### src/design/csf_pkg.sv
// types, constants and the milliamp conversion for the current-sense filter block
// used by current_sense_filter_calibrate_trace; depends on nothing else

package csf_pkg;

  typedef enum logic [1:0] {
    OP_FILTER = 2'd0,
    OP_TICK   = 2'd1,
    OP_CALIB  = 2'd2,
    OP_READ   = 2'd3
  } op_e;

  typedef enum logic [1:0] {
    CAL_PASS   = 2'd0,
    CAL_FAIL   = 2'd1,
    CAL_REJECT = 2'd2
  } cal_status_e;

  typedef enum logic [1:0] {
    HEALTH_UNKNOWN  = 2'd0,
    HEALTH_CHECKING = 2'd1,
    HEALTH_OK       = 2'd2,
    HEALTH_ERROR    = 2'd3
  } health_e;

  // configuration register indexes
  localparam logic [2:0] CFG_ZERO_POINT  = 3'd0;
  localparam logic [2:0] CFG_MEAN_LOW    = 3'd1;
  localparam logic [2:0] CFG_MEAN_HIGH   = 3'd2;
  localparam logic [2:0] CFG_MAX_RANGE   = 3'd3;
  localparam logic [2:0] CFG_MAX_SPREAD  = 3'd4;

  localparam logic [9:0] ZERO_POINT_RST  = 10'd512;
  localparam logic [9:0] MEAN_LOW_RST    = 10'd400;
  localparam logic [9:0] MEAN_HIGH_RST   = 10'd624;
  localparam logic [7:0] MAX_RANGE_RST   = 8'd20;
  localparam logic [7:0] MAX_SPREAD_RST  = 8'd6;
  localparam logic [9:0] SAMPLE_MAX      = 10'd1023;

  // 74.02 mA per count: integer part times d, fraction as (2d+50)/100
  localparam logic [16:0] MA_SCALE_INT   = 17'd74;
  localparam logic [11:0] MA_ROUND       = 12'd50;
  localparam logic [13:0] MA_RECIP       = 14'd10486;   // ceil(2^20/100)
  localparam int          MA_RECIP_SHIFT = 20;

  // trace units of 125 mA, rounded
  localparam logic [16:0] TICK_ROUND     = 17'd62;
  localparam logic [16:0] TICK_RECIP     = 17'd67109;   // ceil(2^23/125)
  localparam int          TICK_SHIFT     = 23;

  // output queue
  localparam int OQ_DEPTH = 4;
  localparam int OQ_AW    = $clog2(OQ_DEPTH);
  localparam int OQ_CW    = $clog2(OQ_DEPTH + 1);

  typedef struct packed {
    logic [1:0]  kind;
    logic [15:0] cur_ma;
    logic [7:0]  tv;
    logic        rd_hit;
    logic [6:0]  count;
    logic [1:0]  status;
    logic [9:0]  cmean;
    logic [7:0]  crange;
    logic [7:0]  cspread;
    logic [1:0]  health;
    logic [13:0] slow_avg;
    logic [9:0]  zp;
    logic        primed;
  } stage_t;

  typedef struct packed {
    logic [1:0]  kind;
    logic [15:0] cur_ma;
    logic [15:0] disp_ma;
    logic [7:0]  tv;
    logic [6:0]  count;
    logic [1:0]  status;
    logic [9:0]  cmean;
    logic [7:0]  crange;
    logic [7:0]  cspread;
    logic [1:0]  health;
  } result_t;

  function automatic logic [15:0] counts_to_ma(logic [9:0] adc, logic [9:0] zp);
    logic [9:0]  d;
    logic [11:0] n;
    logic [25:0] qp;
    logic [4:0]  q;
    logic [16:0] v;
    d  = (adc > zp) ? adc - zp : zp - adc;
    n  = {1'b0, d, 1'b0} + MA_ROUND;
    qp = 26'(n) * 26'(MA_RECIP);
    q  = qp[MA_RECIP_SHIFT+4:MA_RECIP_SHIFT];
    v  = 17'(d) * MA_SCALE_INT + 17'(q);
    return (v > 17'd65535) ? 16'hFFFF : v[15:0];
  endfunction

endpackage

### src/design/current_sense_filter_calibrate_trace.sv
// current-sense filter top level: dual moving average, trace ring, calibration
// depends on csf_pkg

// One request is taken per clock cycle while in_stall_o is low, of any kind.
// On its way out a result passes a first register stage, which holds the
// updated state and the registered trace memory read, and then a second one,
// a four-entry output queue. in_stall_o rises only when the
// queue together with the stage holds four results, so a stalled consumer
// costs no throughput until the queue fills. Calibration samples with the motor
// off that do not finish a 128-sample run produce no result. The trace ring is a
// TRACE_DEPTH x 8 memory with one write and one registered read port; it needs
// no clearing after reset because the fill count hides entries never written.
// Configuration writes should only be issued while no request is in flight.

module current_sense_filter_calibrate_trace #(
  parameter int TRACE_DEPTH = 64
) (
  input  logic        clk_i,
  input  logic        rst_ni,

  input  logic        cfg_we_i,
  input  logic [2:0]  cfg_index_i,
  input  logic [9:0]  cfg_wdata_i,

  input  logic        in_valid_i,
  output logic        in_stall_o,
  input  logic [1:0]  op_i,
  input  logic [9:0]  adc_sample_i,
  input  logic        motor_off_i,
  input  logic [5:0]  trace_position_i,

  output logic        out_valid_o,
  input  logic        out_stall_i,
  output logic [1:0]  result_kind_o,
  output logic [15:0] current_ma_o,
  output logic [15:0] display_current_ma_o,
  output logic [7:0]  trace_value_o,
  output logic [6:0]  trace_count_o,
  output logic [1:0]  calib_status_o,
  output logic [9:0]  calib_mean_o,
  output logic [7:0]  calib_range_o,
  output logic [7:0]  calib_spread_o,
  output logic [1:0]  health_o
);

  localparam int HW   = $clog2(TRACE_DEPTH);
  localparam int FW   = $clog2(TRACE_DEPTH + 1);
  localparam int SUMW = ((HW > 6) ? HW : 6) + 1;
  localparam int OQ_DEPTH = csf_pkg::OQ_DEPTH;

  // configuration
  logic [9:0] mean_low_q, mean_low_d, mean_high_q, mean_high_d;
  logic [7:0] max_range_q, max_range_d, max_spread_q, max_spread_d;

  // filter state
  logic [12:0] fast_avg_q, fast_avg_d;
  logic [13:0] slow_avg_q, slow_avg_d;
  logic        primed_q, primed_d;
  logic [9:0]  zero_point_q, zero_point_d;
  logic [15:0] latest_q, latest_d;

  // trace state
  logic [HW-1:0] trace_head_q, trace_head_d;
  logic [FW-1:0] trace_fill_q, trace_fill_d;
  logic [7:0]    trace_mem [TRACE_DEPTH];
  logic [7:0]    rd_data_q;
  logic          tick_we, rd_en;
  logic [HW-1:0] rd_idx;
  logic [HW-1:0] rd_start;
  logic [SUMW-1:0] rd_sum;
  logic          rd_hit;
  logic [7:0]    tick_value;
  logic [16:0]   tick_num;
  logic [33:0]   tick_prod;
  logic [9:0]    tick_q10;

  // calibration state
  logic [6:0]  cal_idx_q, cal_idx_d;
  logic [14:0] cal_bsum_q, cal_bsum_d;
  logic [16:0] cal_total_q, cal_total_d;
  logic [9:0]  cal_min_q, cal_min_d, cal_max_q, cal_max_d;
  logic [9:0]  blk_min_q, blk_min_d, blk_max_q, blk_max_d;
  csf_pkg::health_e health_q, health_d;
  logic        cal_clear;

  // filter datapath
  logic [12:0] fa_base, fa_new, fa_round;
  logic [13:0] sa_base, sa_new;
  logic signed [13:0] f_diff, f_sum;
  logic signed [14:0] s_diff, s_sum;

  // calibration datapath
  logic [9:0]  cmin_new, cmax_new, blk_avg, bmin_new, bmax_new, cal_mean;
  logic [14:0] bsum_new, bsum_rnd;
  logic [16:0] total_new, total_rnd;
  logic [9:0]  range_full, spread_full;
  logic [7:0]  cal_range, cal_spread;
  logic        blk_end, first_blk, cal_done, cal_pass;

  // pipeline
  logic            in_acc;
  csf_pkg::op_e    op;
  logic            s1_valid_q, s1_valid_d;
  csf_pkg::stage_t s1_q, s1_d;
  csf_pkg::result_t res_d;
  logic [13:0]     slow_rnd;

  csf_pkg::result_t outq_mem [OQ_DEPTH];
  logic [csf_pkg::OQ_AW-1:0] oq_wr_q, oq_rd_q;
  logic [csf_pkg::OQ_CW-1:0] oq_cnt_q;
  logic oq_push, oq_pop;
  csf_pkg::result_t oq_head;

  assign op     = csf_pkg::op_e'(op_i);
  assign in_acc = in_valid_i & ~in_stall_o;

  // ---------------------------------------------------------------- filters
  always_comb begin
    fa_base  = primed_q ? fast_avg_q : {adc_sample_i, 3'b000};
    sa_base  = primed_q ? slow_avg_q : {adc_sample_i, 4'b0000};
    f_diff   = $signed({1'b0, adc_sample_i, 3'b000}) - $signed({1'b0, fa_base});
    s_diff   = $signed({1'b0, adc_sample_i, 4'b0000}) - $signed({1'b0, sa_base});
    f_sum    = $signed({1'b0, fa_base}) + (f_diff >>> 3);
    s_sum    = $signed({1'b0, sa_base}) + (s_diff >>> 4);
    fa_new   = f_sum[12:0];
    sa_new   = s_sum[13:0];
    fa_round = fa_new + 13'd4;
  end

  // ---------------------------------------------------------------- trace
  always_comb begin
    tick_num   = 17'(latest_q) + csf_pkg::TICK_ROUND;
    tick_prod  = 34'(tick_num) * 34'(csf_pkg::TICK_RECIP);
    tick_q10   = tick_prod[csf_pkg::TICK_SHIFT+9:csf_pkg::TICK_SHIFT];
    tick_value = (tick_q10 > 10'd255) ? 8'd255 : tick_q10[7:0];

    // oldest entry sits at the head once the ring has wrapped
    rd_start = (trace_fill_q == FW'(TRACE_DEPTH)) ? trace_head_q : '0;
    rd_sum   = SUMW'(rd_start) + SUMW'(trace_position_i);
    rd_idx   = (rd_sum >= SUMW'(TRACE_DEPTH)) ? HW'(rd_sum - SUMW'(TRACE_DEPTH))
                                              : HW'(rd_sum);
    rd_hit   = SUMW'(trace_position_i) < SUMW'(trace_fill_q);
    tick_we  = in_acc && (op == csf_pkg::OP_TICK);
    rd_en    = in_acc && (op == csf_pkg::OP_READ);
  end

  always_ff @(posedge clk_i) begin
    if (tick_we) begin
      trace_mem[trace_head_q] <= tick_value;
    end
    if (rd_en) begin
      rd_data_q <= trace_mem[rd_idx];
    end
  end

  // ---------------------------------------------------------------- calibration
  always_comb begin
    cmin_new   = (adc_sample_i < cal_min_q) ? adc_sample_i : cal_min_q;
    cmax_new   = (adc_sample_i > cal_max_q) ? adc_sample_i : cal_max_q;
    bsum_new   = cal_bsum_q + 15'(adc_sample_i);
    total_new  = cal_total_q + 17'(adc_sample_i);
    bsum_rnd   = bsum_new + 15'd16;
    blk_avg    = bsum_rnd[14:5];
    total_rnd  = total_new + 17'd64;
    cal_mean   = total_rnd[16:7];
    blk_end    = &cal_idx_q[4:0];
    first_blk  = (cal_idx_q[6:5] == 2'd0);
    cal_done   = &cal_idx_q;
    bmin_new   = (first_blk || blk_avg < blk_min_q) ? blk_avg : blk_min_q;
    bmax_new   = (first_blk || blk_avg > blk_max_q) ? blk_avg : blk_max_q;
    range_full = cmax_new - cmin_new;
    spread_full = bmax_new - bmin_new;
    cal_range  = (range_full > 10'd255) ? 8'd255 : range_full[7:0];
    cal_spread = (spread_full > 10'd255) ? 8'd255 : spread_full[7:0];
    cal_pass   = (cal_mean >= mean_low_q) && (cal_mean <= mean_high_q) &&
                 (cal_range <= max_range_q) && (cal_spread <= max_spread_q);
  end

  // ---------------------------------------------------------------- state update
  always_comb begin
    mean_low_d   = mean_low_q;
    mean_high_d  = mean_high_q;
    max_range_d  = max_range_q;
    max_spread_d = max_spread_q;
    fast_avg_d   = fast_avg_q;
    slow_avg_d   = slow_avg_q;
    primed_d     = primed_q;
    zero_point_d = zero_point_q;
    latest_d     = latest_q;
    trace_head_d = trace_head_q;
    trace_fill_d = trace_fill_q;
    cal_idx_d    = cal_idx_q;
    cal_bsum_d   = cal_bsum_q;
    cal_total_d  = cal_total_q;
    cal_min_d    = cal_min_q;
    cal_max_d    = cal_max_q;
    blk_min_d    = blk_min_q;
    blk_max_d    = blk_max_q;
    health_d     = health_q;
    cal_clear    = 1'b0;
    s1_valid_d   = in_acc;

    s1_d         = '0;
    s1_d.kind    = op_i;

    if (in_acc) begin
      case (op)
        csf_pkg::OP_FILTER: begin
          fast_avg_d = fa_new;
          slow_avg_d = sa_new;
          primed_d   = 1'b1;
          latest_d   = csf_pkg::counts_to_ma(fa_round[12:3], zero_point_q);
        end
        csf_pkg::OP_TICK: begin
          s1_d.tv      = tick_value;
          trace_head_d = (trace_head_q == HW'(TRACE_DEPTH - 1)) ? '0
                                                                : trace_head_q + 1'b1;
          if (trace_fill_q != FW'(TRACE_DEPTH)) begin
            trace_fill_d = trace_fill_q + 1'b1;
          end
        end
        csf_pkg::OP_READ: begin
          s1_d.rd_hit = rd_hit;
        end
        csf_pkg::OP_CALIB: begin
          if (!motor_off_i) begin
            cal_clear   = 1'b1;
            s1_d.status = csf_pkg::CAL_REJECT;
          end else begin
            if (cal_idx_q == '0) begin
              health_d = csf_pkg::HEALTH_CHECKING;
            end
            cal_min_d   = cmin_new;
            cal_max_d   = cmax_new;
            cal_bsum_d  = blk_end ? '0 : bsum_new;
            cal_total_d = total_new;
            cal_idx_d   = cal_idx_q + 1'b1;
            if (blk_end) begin
              blk_min_d = bmin_new;
              blk_max_d = bmax_new;
            end
            if (cal_done) begin
              s1_d.cmean   = cal_mean;
              s1_d.crange  = cal_range;
              s1_d.cspread = cal_spread;
              cal_clear    = 1'b1;
              if (cal_pass) begin
                zero_point_d = cal_mean;
                fast_avg_d   = {cal_mean, 3'b000};
                slow_avg_d   = {cal_mean, 4'b0000};
                primed_d     = 1'b1;
                latest_d     = '0;
                health_d     = csf_pkg::HEALTH_OK;
                s1_d.status  = csf_pkg::CAL_PASS;
              end else begin
                health_d     = csf_pkg::HEALTH_ERROR;
                s1_d.status  = csf_pkg::CAL_FAIL;
              end
            end else begin
              // mid-run sample, nothing to report
              s1_valid_d = 1'b0;
            end
          end
        end
        default: begin
          s1_valid_d = 1'b0;
        end
      endcase
    end

    if (cal_clear) begin
      cal_idx_d   = '0;
      cal_bsum_d  = '0;
      cal_total_d = '0;
      cal_min_d   = csf_pkg::SAMPLE_MAX;
      cal_max_d   = '0;
      blk_min_d   = '0;
      blk_max_d   = '0;
    end

    if (cfg_we_i) begin
      case (cfg_index_i)
        csf_pkg::CFG_ZERO_POINT: zero_point_d = cfg_wdata_i;
        csf_pkg::CFG_MEAN_LOW:   mean_low_d   = cfg_wdata_i;
        csf_pkg::CFG_MEAN_HIGH:  mean_high_d  = cfg_wdata_i;
        csf_pkg::CFG_MAX_RANGE:  max_range_d  = cfg_wdata_i[7:0];
        csf_pkg::CFG_MAX_SPREAD: max_spread_d = cfg_wdata_i[7:0];
        default: ;
      endcase
    end

    s1_d.cur_ma   = latest_d;
    s1_d.count    = 7'(trace_fill_d);
    s1_d.health   = health_d;
    s1_d.slow_avg = slow_avg_d;
    s1_d.zp       = zero_point_d;
    s1_d.primed   = primed_d;
  end

  always_ff @(posedge clk_i or negedge rst_ni) begin
    if (!rst_ni) begin
      mean_low_q   <= csf_pkg::MEAN_LOW_RST;
      mean_high_q  <= csf_pkg::MEAN_HIGH_RST;
      max_range_q  <= csf_pkg::MAX_RANGE_RST;
      max_spread_q <= csf_pkg::MAX_SPREAD_RST;
      fast_avg_q   <= '0;
      slow_avg_q   <= '0;
      primed_q     <= 1'b0;
      zero_point_q <= csf_pkg::ZERO_POINT_RST;
      latest_q     <= '0;
      trace_head_q <= '0;
      trace_fill_q <= '0;
      cal_idx_q    <= '0;
      cal_bsum_q   <= '0;
      cal_total_q  <= '0;
      cal_min_q    <= csf_pkg::SAMPLE_MAX;
      cal_max_q    <= '0;
      blk_min_q    <= '0;
      blk_max_q    <= '0;
      health_q     <= csf_pkg::HEALTH_UNKNOWN;
      s1_valid_q   <= 1'b0;
    end else begin
      mean_low_q   <= mean_low_d;
      mean_high_q  <= mean_high_d;
      max_range_q  <= max_range_d;
      max_spread_q <= max_spread_d;
      fast_avg_q   <= fast_avg_d;
      slow_avg_q   <= slow_avg_d;
      primed_q     <= primed_d;
      zero_point_q <= zero_point_d;
      latest_q     <= latest_d;
      trace_head_q <= trace_head_d;
      trace_fill_q <= trace_fill_d;
      cal_idx_q    <= cal_idx_d;
      cal_bsum_q   <= cal_bsum_d;
      cal_total_q  <= cal_total_d;
      cal_min_q    <= cal_min_d;
      cal_max_q    <= cal_max_d;
      blk_min_q    <= blk_min_d;
      blk_max_q    <= blk_max_d;
      health_q     <= health_d;
      s1_valid_q   <= s1_valid_d;
    end
  end

  always_ff @(posedge clk_i) begin
    if (in_acc) begin
      s1_q <= s1_d;
    end
  end

  // ---------------------------------------------------------------- second stage
  always_comb begin
    slow_rnd      = s1_q.slow_avg + 14'd8;
    res_d.kind    = s1_q.kind;
    res_d.cur_ma  = s1_q.cur_ma;
    res_d.disp_ma = s1_q.primed ? csf_pkg::counts_to_ma(slow_rnd[13:4], s1_q.zp) : '0;
    res_d.tv      = s1_q.rd_hit ? rd_data_q : s1_q.tv;
    res_d.count   = s1_q.count;
    res_d.status  = s1_q.status;
    res_d.cmean   = s1_q.cmean;
    res_d.crange  = s1_q.crange;
    res_d.cspread = s1_q.cspread;
    res_d.health  = s1_q.health;
  end

  // ---------------------------------------------------------------- output queue
  assign oq_push     = s1_valid_q;
  assign out_valid_o = (oq_cnt_q != '0);
  assign oq_pop      = out_valid_o & ~out_stall_i;
  // room must remain for the stage entry and one more request
  assign in_stall_o  = (csf_pkg::OQ_CW'(oq_cnt_q) + csf_pkg::OQ_CW'(s1_valid_q)) >=
                       csf_pkg::OQ_CW'(OQ_DEPTH);

  always_ff @(posedge clk_i) begin
    if (oq_push) begin
      outq_mem[oq_wr_q] <= res_d;
    end
  end

  always_ff @(posedge clk_i or negedge rst_ni) begin
    if (!rst_ni) begin
      oq_wr_q  <= '0;
      oq_rd_q  <= '0;
      oq_cnt_q <= '0;
    end else begin
      if (oq_push) begin
        oq_wr_q <= (oq_wr_q == csf_pkg::OQ_AW'(OQ_DEPTH - 1)) ? '0 : oq_wr_q + 1'b1;
      end
      if (oq_pop) begin
        oq_rd_q <= (oq_rd_q == csf_pkg::OQ_AW'(OQ_DEPTH - 1)) ? '0 : oq_rd_q + 1'b1;
      end
      if (oq_push && !oq_pop) begin
        oq_cnt_q <= oq_cnt_q + 1'b1;
      end else if (oq_pop && !oq_push) begin
        oq_cnt_q <= oq_cnt_q - 1'b1;
      end
    end
  end

  assign oq_head              = outq_mem[oq_rd_q];
  assign result_kind_o        = oq_head.kind;
  assign current_ma_o         = oq_head.cur_ma;
  assign display_current_ma_o = oq_head.disp_ma;
  assign trace_value_o        = oq_head.tv;
  assign trace_count_o        = oq_head.count;
  assign calib_status_o       = oq_head.status;
  assign calib_mean_o         = oq_head.cmean;
  assign calib_range_o        = oq_head.crange;
  assign calib_spread_o       = oq_head.cspread;
  assign health_o             = oq_head.health;

  // ---------------------------------------------------------------- checks
  a_oq_room: assert property (@(posedge clk_i) disable iff (!rst_ni)
    (csf_pkg::OQ_CW'(oq_cnt_q) + csf_pkg::OQ_CW'(s1_valid_q)) <=
      csf_pkg::OQ_CW'(OQ_DEPTH))
    else $error("output queue overrun");

  a_head_tracks_fill: assert property (@(posedge clk_i) disable iff (!rst_ni)
    (trace_fill_q != FW'(TRACE_DEPTH)) |-> (FW'(trace_head_q) == trace_fill_q))
    else $error("trace head and fill disagree before wrap");

  a_cal_checking: assert property (@(posedge clk_i) disable iff (!rst_ni)
    (cal_idx_q != '0) |-> (health_q == csf_pkg::HEALTH_CHECKING))
    else $error("calibration run without checking health");

  a_blk_order: assert property (@(posedge clk_i) disable iff (!rst_ni)
    (cal_idx_q[6:5] != 2'd0) |-> (blk_min_q <= blk_max_q))
    else $error("block average min above max");

  a_rezero: assert property (@(posedge clk_i) disable iff (!rst_ni)
    (s1_valid_q && s1_q.kind == csf_pkg::OP_CALIB && s1_q.status == csf_pkg::CAL_PASS)
      |-> (zero_point_q == s1_q.cmean))
    else $error("passed calibration did not re-zero");

endmodule
### config.mk
export PLATFORM = sky130hd
export DESIGN_NAME = current_sense_filter_calibrate_trace
export DESIGN_NICKNAME = d
export VERILOG_FILES = /design/src/design/csf_pkg.sv /design/src/design/current_sense_filter_calibrate_trace.sv
export SDC_FILE = /design/constraint.sdc
export NUM_CORES = 2
export LEC_CHECK = 0
export BUFFER_PORTS_ARGS = -buffer_cell sky130_fd_sc_hd__buf_2
export CORE_AREA = 8 8 339 341
export DETAILED_ROUTE_END_ITERATION = 16
export DIE_AREA = 0 0 347 349
export GPL_TIMING_DRIVEN = 1
export HOLD_SLACK_MARGIN = 0.05
export MAX_ROUTING_LAYER = met4
export PLACE_DENSITY_LB_ADDON = 0.12
export SKIP_CTS_REPAIR_TIMING = 1
export SYNTH_ARGS = -nofsm -noshare
export SYNTH_HDL_FRONTEND = slang
export SYNTH_SLANG_ARGS = --single-unit
### constraint.sdc
create_clock -name clk_i -period 13.3 [get_ports clk_i]
set_input_delay 1.995 -clock clk_i [delete_from_list [all_inputs] [get_ports clk_i]]
set_output_delay 1.995 -clock clk_i [all_outputs]
set_load 0.01 [all_outputs]
==> summary.md <==
| Metric | Value |
|---|---|
| Status | finished, final reports clean |
| Worst endpoint data arrival time | 13.67 ns |
| # DRC | 0 |
| Worst R2R Start | primed_q |
| Row Count | 122 |
| Slew headroom | 0.132 |
| Nets@finish | 5819 |
| Pin count of the biggest net entering global routing | 82 |
| Pre-antenna DRT Iters | 8 |
| Area growth syn-to-layout | 12.8% |
| Die area | 0.121 sq mm |
| CTS tree | yes |
| Clock Tree Buf Depth | 3 |
| Final Instance Count excl. Fillers | 6576 |
| DRT Wirelength | 147000 um |
| Main combinational cell family by area after synthesis | adder cells |
| Max Fanout on Critical Path | 5 |
| Tmin final | 13.19 ns |
| Starting Density | 0.576 |
| Placed cells | 6343 |
| Post-synthesis async set-or-reset flop share | 0.172 |
| Num CTS Buffers | 112 |
| Peak Freq | 75.8 MHz |
| Max incr delay on CP | 0.55 ns |
| Simple-Gate Fraction of Synth Area | 0.0735 |
| Syn_area_per_cell | 13.4 sq um |
| Worst Reg-to-Reg Cells | 57 |
| CP Capture Type | register |
| End of the critical path | res_d[74] |
| Worst R2R Setup Slack | 0.56 ns |
| Drt first-iter violations | 3060 |
| Layout cell share with drive strength beyond 1 | 0.195 |
| Post-DP HPWL | 104000 um |
| R2R Path End | res_d[74] |
| Fin. max-slew vios | 0 |
| Most common cell after layout, fill and taps aside | edfxtp_1 |
| Synth Area in Adders | 0.163 |
| Worst Setup SP | adc_sample_i[0] |
| Post-route cell area | 0.0712 sq mm |
| Hold Startpoint | cal_total_q[6] |
| Setup TNS | 0 ns |
| Root buf cell | clkbuf_16 |
| Die W | 347 um |
| Most frequent CP cell | inv_2 |
| Worst skew pair latency | 0.74 ns |
| Post-Syn Instances | 4706 |
| Main synth FF type | edfxtp_1 |
| Register area share after synthesis | 0.515 |
| Number of synthesized flops with an enable pin | 922 |
| H-tree Lvls | 3 |
| Mux contribution to synthesized area | 0.0997 |
| Mapped cell area | 0.0631 sq mm |
| Yosys warns | 0 |
| Compound-cell area share of the yosys netlist | 0.0760 |
| Via count | 38800 |
| Final Hold Viols | 0 |
| Critical path type | primary input to register |
| Commonest cells after routing, fill and taps aside | edfxtp_1, ha_1, inv_1, nand2_1, buf_4 |
| #FFs+latches synth | 1114 |
| Clock sink count | 1114 |
| Die Y | 349 um |
| Vias per cell | 5.90 |
| Hold WS | 0.482 ns |
| Vias in the first global route | 38400 |
| First-pass GRT wire length | 227000 um |
| GRT Total Usage | 0.246 |
| Crit start category | primary input |
| Worst EP required | 13.78 ns |
| Post-Syn Nets | 5475 |
| CTS clock-pin slew for the worst setup and hold paths | 0.07 ns |
| Placed inst area | 0.0670 sq mm |
| Final setup viols | 0 |
| Io pins | 118 |
| Total gr overflow | 0 |
| Tightest Pin Transition | 1.30 ns |
| Gpl congestion | 0.929 |
| Distinct cells, synth | 100 |
| Total core area | 0.110 sq mm |
| I/O Buffers | 117 |
| Routed len/inst | 22.3 um |
| Clock skew | 0.0822 ns |
| Xor/xnor share of the synthesized area | 0.0321 |
| Initial antenna violation count | 7 |
| Final Cycle Share | 0.992 |
| Unrepaired setup endpoints after global routing | true |
| Crit-path slowest cell | or4_4 |
| Max-cap violations | 0 |
| Hold WC Path Type | register to register |
| Antenna Nets Post-Route | 0 |
[sequential cells by signal, indices dropped and copies added (netlist names), 3 cells and up, named ones only]
name          flops
latest_q         16
cal_bsum_q       15
rd_data_q         8
cal_idx_q         7
cal_max_q        10
zero_point_q     10
trace_mem       512
oq_cnt_q          3
s1_q             31
cal_total_q      17
cal_min_q        10
mean_low_q       10
trace_fill_q      7
blk_min_q        10
outq_mem        316
trace_head_q      6
max_spread_q      8
mean_high_q      10
blk_max_q        10
res_d            55
max_range_q       8
slow_avg_q       11
fast_avg_q       13
[metal layers]
layer  up-vias  GRT usage  part of all wire  wire length, um
li1      18100          -                 -                -
met1     19400      0.348              0.45            66500
met2      1083      0.385              0.47            68700
met3       201     0.0340             0.059             8640
met4         0     0.0549             0.020             2980
met5         -          -                 0                0
[worst min path at each step]
stage	endpoint	slack, ns	cells past startpoint
final	cal_total_q[6]	0.48	2
after global routing	cal_total_q[6]	0.50	2
after CTS	cal_total_q[0]	0.49	2
after detailed placement	cal_total_q[0]	0.47	2
after global placement	cal_total_q[0]	0.46	2
after floorplan	cal_total_q[0]	0.44	2
[final cells by class]
class | count | area [sq um]
antenna | 3 | 7.51
clock buffer | 141 | 2940
clock inverter | 70 | 774
fill | 8105 | 38400
inverter | 529 | 2010
multi-input combinational | 2926 | 28600
sequential | 1114 | 32500
tap | 1426 | 1780
timing repair buffer | 367 | 2500
[worst max-delay path: cells and delay by family]
kind	cells	cell delay, ns
xor gates and xnor gates	6	0.82
adders and majority gates	11	3.84
and+or+nand+nor	10	1.45
AOI/OAI and AO/OA	21	4.21
muxes	1	0.33
buffers and inverters	12	1.02
[logic make-up (layout without fill, tap and decap cells)]
| kind of cell | after synthesis | after routing |
|---|---|---|
| other cells | 0 | 3 |
| fa+ha+maj | 733 | 733 |
| simple gates | 929 | 929 |
| mux | 323 | 323 |
| compound gates | 714 | 715 |
| flops | 1114 | 1114 |
| xor+xnor | 226 | 226 |
| buf+inv | 667 | 1107 |
[synth_stat cells (65+ instances only)]
master	instances	share of area
edfxtp_1	922	0.44
ha_1	586	0.12
inv_1	527	0.031
nand2_1	265	0.016
mux4_2	239	0.085
nor2_1	211	0.013
dfrtp_1	170	0.067
a21oi_1	168	0.013
o21ai_0	163	0.013
xnor2_1	149	0.021
fa_1	146	0.046
clkbuf_1	96	0.0057
nand3_1	76	0.0060
xor2_1	73	0.010
and2_1	65	0.0064
[metrics by stage]
stage / worst slack [ns] / utilization
after floorplan: -0.500 / -
after global placement: -0.744 / 0.611
after detailed placement: -0.966 / 0.611
after CTS: -0.187 / 0.645
after global routing: -0.389 / 0.649
final: 0.113 / 0.649
Power is left out: the tool's default activity adds up to more than one toggle a clock period on the data nets, which glitch-free logic cannot reach.
